===== config.mk =====
export PLATFORM = sky130hd
export DESIGN_NAME = ll1p_ctrl
export DESIGN_NICKNAME = d
export VERILOG_FILES = /design/src/rtl/ll1p_pkg.sv /design/src/rtl/ll1p_ctrl.sv
export SDC_FILE = /design/constraint.sdc
export NUM_CORES = 1
export LEC_CHECK = 0
export BUFFER_PORTS_ARGS = -buffer_cell sky130_fd_sc_hd__buf_2
export CAP_MARGIN = 20
export CORE_MARGIN = 4
export CORE_UTILIZATION = 38
export DETAILED_ROUTE_END_ITERATION = 7
export GPL_TIMING_DRIVEN = 0
export PLACE_DENSITY = 0.75
export SYNTH_ARGS = -nofsm -noshare
export SYNTH_HDL_FRONTEND = slang
export SYNTH_SLANG_ARGS = --single-unit

===== constraint.sdc =====
create_clock -name clk -period 1 [get_ports clk]
set_input_delay 0.1 -clock clk [delete_from_list [all_inputs] [get_ports clk]]
set_output_delay 0.1 -clock clk [all_outputs]
set_load 0.1 [all_outputs]

===== src/rtl/ll1p_pkg.sv =====
`default_nettype none
package ll1p_pkg;

  // Operation codes of an input beat
  localparam logic [2:0] OP_SET_NT  = 3'd0;
  localparam logic [2:0] OP_SET_T   = 3'd1;
  localparam logic [2:0] OP_PROD    = 3'd2;
  localparam logic [2:0] OP_START   = 3'd3;
  localparam logic [2:0] OP_TOKEN   = 3'd4;

  // Result action codes
  localparam logic [1:0] ACT_APPLY  = 2'd0;
  localparam logic [1:0] ACT_MATCH  = 2'd1;
  localparam logic [1:0] ACT_ACCEPT = 2'd2;
  localparam logic [1:0] ACT_ERROR  = 2'd3;

  // Error codes
  localparam logic [2:0] ERR_NONE     = 3'd0;
  localparam logic [2:0] ERR_MISMATCH = 3'd1;
  localparam logic [2:0] ERR_UNKNOWN  = 3'd2;
  localparam logic [2:0] ERR_OVERFLOW = 3'd3;
  localparam logic [2:0] ERR_EXPLIMIT = 3'd4;
  localparam logic [2:0] ERR_NOTPARSE = 3'd5;

  // Configuration register indexes
  localparam logic [1:0] CFG_NT_COUNT = 2'd0;
  localparam logic [1:0] CFG_T_COUNT  = 2'd1;

  // Special symbols
  localparam logic [7:0] END_MARK = 8'h24;
  localparam logic [7:0] EPS_CHAR = 8'h65;

  typedef struct packed {
    logic [2:0] operation;
    logic [3:0] row_index;
    logic [3:0] column_index;
    logic [3:0] char_position;
    logic [4:0] prod_length;
    logic [7:0] symbol;
  } in_item_t;

  typedef struct packed {
    logic [1:0] action_kind;
    logic [3:0] applied_row;
    logic [3:0] applied_column;
    logic [2:0] error_kind;
    logic [6:0] stack_level;
    logic       last_of_run;
  } out_item_t;

  typedef enum logic [2:0] {
    S_IDLE,
    S_START,
    S_READ_TOP,
    S_LOOKUP,
    S_DECIDE,
    S_LENGTH,
    S_PUSH,
    S_APPLY
  } state_t;

  // Controller to datapath
  typedef struct packed {
    logic       take;
    logic       start_top;
    logic       rd_top;
    logic       lookup;
    logic       rd_cell;
    logic       expand;
    logic       push;
    logic       emit;
    logic       pop;
    logic       finish;
    logic       count_exp;
    logic [1:0] kind;
    logic [2:0] err;
    logic       last;
  } ctl_cmd_t;

  // Datapath to controller
  typedef struct packed {
    logic [2:0] in_op;
    logic       active;
    logic       stack_empty;
    logic       is_accept;
    logic       nt_found;
    logic       top_eq_sym;
    logic       t_found;
    logic       at_limit;
    logic       overflow;
    logic       len_zero;
    logic       push_last;
    logic       out_free;
  } dp_status_t;

endpackage
`default_nettype wire


===== src/rtl/ll1p_ctrl.sv =====
`default_nettype none
module ll1p_ctrl
  import ll1p_pkg::*;
(
  input  wire        clk,
  input  wire        rst,
  input  wire        in_valid,
  output logic       in_ready,
  input  dp_status_t status,
  output ctl_cmd_t   cmd
);

  state_t state, state_next;

  // State register
  always_ff @(posedge clk) begin
    if (rst) begin
      state <= S_IDLE;
    end else begin
      state <= state_next;
    end
  end

  // Next state
  always_comb begin
    state_next = state;
    unique case (state)
      S_IDLE: begin
        if (in_valid) begin
          if (status.in_op == OP_START) begin
            state_next = S_START;
          end else if (status.in_op == OP_TOKEN) begin
            state_next = S_READ_TOP;
          end
        end
      end
      S_START: state_next = S_IDLE;
      S_READ_TOP: begin
        if (!status.active || status.stack_empty) begin
          if (status.out_free) state_next = S_IDLE;
        end else begin
          state_next = S_LOOKUP;
        end
      end
      S_LOOKUP: state_next = S_DECIDE;
      S_DECIDE: begin
        if (status.is_accept || !status.nt_found || !status.t_found || status.at_limit) begin
          if (status.out_free) state_next = S_IDLE;
        end else begin
          state_next = S_LENGTH;
        end
      end
      S_LENGTH: begin
        if (status.overflow) begin
          if (status.out_free) state_next = S_IDLE;
        end else if (status.len_zero) begin
          state_next = S_APPLY;
        end else begin
          state_next = S_PUSH;
        end
      end
      S_PUSH: if (status.push_last) state_next = S_APPLY;
      S_APPLY: if (status.out_free) state_next = S_READ_TOP;
      default: state_next = S_IDLE;
    endcase
  end

  // Outputs
  always_comb begin
    cmd      = '0;
    cmd.kind = ACT_ERROR;
    cmd.err  = ERR_NONE;
    cmd.last = 1'b1;
    in_ready = 1'b0;
    unique case (state)
      S_IDLE: begin
        in_ready = 1'b1;
        cmd.take = in_valid;
      end
      S_START: cmd.start_top = 1'b1;
      S_READ_TOP: begin
        if (!status.active) begin
          cmd.emit = status.out_free;
          cmd.err  = ERR_NOTPARSE;
        end else if (status.stack_empty) begin
          cmd.emit   = status.out_free;
          cmd.finish = status.out_free;
          cmd.err    = ERR_MISMATCH;
        end else begin
          cmd.rd_top = 1'b1;
        end
      end
      S_LOOKUP: cmd.lookup = 1'b1;
      S_DECIDE: begin
        if (status.is_accept) begin
          cmd.emit   = status.out_free;
          cmd.finish = status.out_free;
          cmd.kind   = ACT_ACCEPT;
        end else if (!status.nt_found) begin
          cmd.emit = status.out_free;
          if (status.top_eq_sym) begin
            cmd.kind = ACT_MATCH;
            cmd.pop  = status.out_free;
          end else begin
            cmd.err    = ERR_MISMATCH;
            cmd.finish = status.out_free;
          end
        end else if (!status.t_found) begin
          cmd.emit   = status.out_free;
          cmd.finish = status.out_free;
          cmd.err    = ERR_UNKNOWN;
        end else if (status.at_limit) begin
          cmd.emit   = status.out_free;
          cmd.finish = status.out_free;
          cmd.err    = ERR_EXPLIMIT;
        end else begin
          cmd.rd_cell = 1'b1;
        end
      end
      S_LENGTH: begin
        if (status.overflow) begin
          cmd.emit   = status.out_free;
          cmd.finish = status.out_free;
          cmd.err    = ERR_OVERFLOW;
        end else begin
          cmd.expand = 1'b1;
        end
      end
      S_PUSH: cmd.push = 1'b1;
      S_APPLY: begin
        cmd.emit      = status.out_free;
        cmd.count_exp = status.out_free;
        cmd.kind      = ACT_APPLY;
        cmd.last      = 1'b0;
      end
      default: ;
    endcase
  end

endmodule
`default_nettype wire


==> impl_metrics.tcl, run 1 <==
set metrics [dict create \
    die_y_um 47 \
    ys_ff_latch 3 \
    stop_stage "clock tree synthesis" \
    seq_area_frac_synth_pct 10.39 \
    die_w_um 47 \
    cts_max_level 1 \
    cts_sinks 3 \
    synth_edf_count 0 \
    initial_utilization_pct 42.31 \
    yosys-mux-area-fraction_pct 1.948 \
    clock-root-buffer "clkbuf_4" \
    cts_inserted_buffers 3 \
    cts_setup_buffers 17 \
    synth-compound-area-share_pct 29.00 \
    cts_resized 105 \
    synthFlopType "dfxtp_1" \
    synthAdderAreaFrac_pct 0 \
    syn_nets 102 \
    synth_area_um2 578.1 \
    postSynthCellCount 85 \
    dp_hpwl_um 1558 \
    synth_top_family_by_area "simple AND/OR/NAND/NOR gates" \
    error_line "[ERROR DPL-0038] Utilization greater than 100%, impossible to legalize" \
    portBuffers 34 \
    synth_warnings 0 \
    num_rows 13 \
    routabilityCongestion 0.8285 \
    synthXorXnorAreaFrac_pct 1.515 \
    avgSynthCellArea_um2 6.801 \
    outcome "stopped before the end" \
    synthArstFlopShare_pct 0 \
    cts_hold_buffers 0 \
    cts_max_path_buffers 2 \
    synthSimpleGateAreaFrac_pct 46.54 \
    ioPinCount 35 \
    synth_cell_types 40 \
]
cell usage after synthesis, types with 2 or more instances:
master,instances,area (µm²)
buf_4,2,15.01
buf_6,3,33.78
nand2b_1,5,31.28
nor3_1,3,15.01
dfxtp_1,3,60.06
nand2_1,12,45.04
o21ai_1,2,10.01
o22ai_1,2,12.51
nor2_1,16,60.06
a21oi_1,5,25.02
inv_1,2,7.510
o21ai_0,2,10.01
cells by family after synthesis:
group,Yosys count
flops,3
compound gates,22
simple gates,50
mux,1
buf+inv,8
xor+xnor,1
stage by stage:
| step | cell area (µm²) | setup TNS, ns | instances | hold WS, ns | worst slack (ns) |
|---|---|---|---|---|---|
| 3_5_place_dp | 955.9 | -8.704 | 134 | 0.3105 | -0.7868 |
| 3_3_place_gp | 955.9 | -8.479 | 134 | 0.3031 | -0.7858 |
| 2_1_floorplan | 767.0 | -9.818 | 85 | 0.1573 | -0.9145 |
==> run 2: changes to the inputs <==
--- a/config.mk
+++ b/config.mk
@@ -7,11 +7,11 @@
 export LEC_CHECK = 0
 export BUFFER_PORTS_ARGS = -buffer_cell sky130_fd_sc_hd__buf_2
 export CAP_MARGIN = 20
-export CORE_MARGIN = 4
-export CORE_UTILIZATION = 38
+export CORE_AREA = 4 4 65 67
 export DETAILED_ROUTE_END_ITERATION = 7
+export DIE_AREA = 0 0 69 71
 export GPL_TIMING_DRIVEN = 0
-export PLACE_DENSITY = 0.75
+export PLACE_DENSITY_LB_ADDON = 0.15
 export SYNTH_ARGS = -nofsm -noshare
 export SYNTH_HDL_FRONTEND = slang
 export SYNTH_SLANG_ARGS = --single-unit
==> constraint.sdc (replaced) <==
create_clock -name clk -period 1.3 [get_ports clk]
set_input_delay 0.13 -clock clk [delete_from_list [all_inputs] [get_ports clk]]
set_output_delay 0.13 -clock clk [all_outputs]
set_load 0.1 [all_outputs]
==> impl_metrics.tcl, run 2 <==
set metrics [dict create \
    coreArea_um2 3633 \
    path_class "flip-flop to output port" \
    layout_commonest_cell "buf_12" \
    setup_ws_ns -0.3405 \
    skew_ns 0.0001205 \
    cp.required_ns 1.17 \
    setup_tns_ns -3.458 \
    detail-route-antenna-nets 0 \
    clock-root-buffer "clkbuf_8" \
    cts_max_path_buffers 2 \
    die_area_um2 4899 \
    synthFlopType "dfxtp_1" \
    antenna_found_initial 0 \
    synth_area_um2 578.1 \
    clkTransAtPathRegs_ns 0.03 \
    hold_violations 0 \
    grt_max_degree 11 \
    most-common-layout-cells "buf_12 (19), buf_2 (16), buf_4 (15)" \
    p_leak_nw 0.6689 \
    dp_hpwl_um 1768 \
    fin_crit_ns 1.641 \
    seq_area_frac_synth_pct 10.39 \
    largest_reg_flops 3 \
    place_inst 167 \
    die_y_um 71 \
    yosys-top-cells-count "nor2_1 (16), nand2_1 (12), a21oi_1 (5), nand2b_1 (5)" \
    rsz0062_at_grt "yes" \
    syn_nets 102 \
    grt_pass1_vias 938 \
    synth.area.top_cells "dfxtp_1 (10%), nor2_1 (10%), nand2_1 (7.8%)" \
    nets 163 \
    setup_viol 21 \
    track_usage_pct 10.45 \
    worst_pin_slew_ns 0.3931 \
    grt_pass1_wl_um 4278 \
    routabilityCongestion 0.7628 \
    synthArstFlopShare_pct 0 \
    routed-wl-met2_um 1418 \
    met3_length_um 160 \
    switching_share_pct 49.15 \
    critPathLaunchType "flip-flop" \
    drcViolationCount 0 \
    min_path_type "input pin to flip-flop" \
    clock_latency_ns 0.21 \
    top_regs "state x3" \
    wl_met1_um 1095 \
    p_int_mw 1.318 \
    cp_max_fo 5 \
    cts_inserted_buffers 3 \
    num_rows 22 \
    power_density_nw_per_um2 1592 \
    cts_max_level 1 \
    pwr-share-clk_pct 10.3 \
    postPlaceCellArea_um2 985.9 \
    endpoint_kind "output port" \
    maxCapViolations 0 \
    relSlewSlack_pct 73.74 \
    fin_crit_sh_pct 126.2 \
    synth_area_leader_cell "dfxtp_1" \
    initial_utilization_pct 15.91 \
    top_layer "met3" \
    synthToLayoutAreaGrowth_pct 181.6 \
    drtIter0Drc 14 \
    utilization_pct 44.80 \
    ioPinCount 35 \
    ir_drop_uv 1453 \
    viasPerCell 4.518 \
    critPathArrivalTime_ns 1.51 \
    die_w_um 69 \
    top_register "state" \
    portBuffers 34 \
    avgSynthCellArea_um2 6.801 \
    cts_sinks 3 \
    postSynthCellCount 85 \
    ys_ff_latch 3 \
    outcome "complete, but fails checks" \
    drv_slew 0 \
    drt-total-wl_um 2674 \
    synth_warnings 0 \
    cts_tree "yes" \
    layout.cells.non_filler 193 \
    wire_per_inst_um 13.85 \
    diodes 0 \
    yosysMostFrequentCell "nor2_1" \
    max_freq_mhz 609.6 \
    combinationalPowerShare_pct 83.0 \
    violations "negative setup slack" \
    p_switching_mw 1.273 \
    synth_cell_types 40 \
    synth_edf_count 0 \
    gr-total-overflow 0 \
    firstDrtPassIters 5 \
    pwr-share-seq_pct 6.7 \
    netlist.area_leader.share_pct 10.39 \
    drive_gt1_share_pct 75.17 \
    place_ws_ns -0.5160 \
    final_area_um2 1628 \
    vias 872 \
]
## run 2: cell counts after synthesis
No cell type changed its count.
## run 2: timing repair
item | in CTS | in global routing
setup endpoints to repair | 18 | 21
gates resized for setup | 97 | 14
pin swaps | 21 | 13
hold buffers | 0 | 0
buffers inserted | 17 | 7
gates cloned | 1 | 0
## run 2: cell families (layout without fill, tap and decap cells)
group | after synthesis | count (layout) | synth area share (%)
AND/OR/NAND/NOR | 50 | 50 | 46.54
XOR/XNOR | 1 | 1 | 1.515
flip-flops | 3 | 3 | 10.39
multiplexers | 1 | 1 | 1.948
AO/OA/AOI/OAI | 22 | 22 | 29.00
buffers and inverters | 8 | 68 | 10.60
## run 2: final timing paths
path / from / endpoint / slack, ns / cells after the start
hold / removal: rst / state[1]$_SDFFE_PP0P_ / 0.12 / 2
setup reg to reg: state[0]$_SDFFE_PP0P_ / state[1]$_SDFFE_PP0P_ / -0.14 / 7
setup / recovery: state[0]$_SDFFE_PP0P_ / cmd[9] / -0.34 / 6
hold reg to reg: state[2]$_SDFFE_PP0P_ / state[0]$_SDFFE_PP0P_ / 0.79 / 3
## run 2: layer usage
layer,vias to the layer above,GRT usage (%)
met4,0,1.302
met2,31,19.81
met1,419,11.69
li1,422,-
met5,-,0
met3,0,3.267
## run 2: layout make-up
| cell class | instances | area, µm² |
|---|---|---|
| plain buffers | 4 | 61.31 |
| well taps | 48 | 60.06 |
| repair buffers | 58 | 654.4 |
| clock buffers | 4 | 45.04 |
| flip-flops and latches | 3 | 71.32 |
| inverters | 2 | 11.26 |
| multi-input cells | 74 | 724.4 |
| fillers | 368 | 2006 |
## run 2: power by group through the flow
stage                     sequential, mW  clock, mW  combinational (mW)
after detailed placement           0.146          0                1.30
after floorplan                    0.138          0                1.11
after global placement             0.145          0                1.30
final                              0.173      0.268                2.15
after global routing               0.177      0.293                2.25
after CTS                          0.159      0.272                2.00
## run 2: worst max-delay path, stage by stage, from the launching register on
cell and delay, ns:
dfxtp_4 0.36, buf_8 0.14, nor2_1 0.16, nand2_1 0.09, a21bo_1 0.21, a21oi_4 0.15
buf_12 0.19
## run 2: metrics by stage
| stage | power [mW] | hold slack, ns |
|---|---|---|
| 6_report | 2.591 | 0.1239 |
| 5_1_grt | 2.715 | 0.1196 |
| 3_3_place_gp | 1.442 | 0.3346 |
| 4_1_cts | 2.432 | 0.1207 |
| 3_5_place_dp | 1.444 | 0.3364 |
| 2_1_floorplan | 1.248 | 0.1873 |
Note: power is estimated with default switching activity, not from simulation.
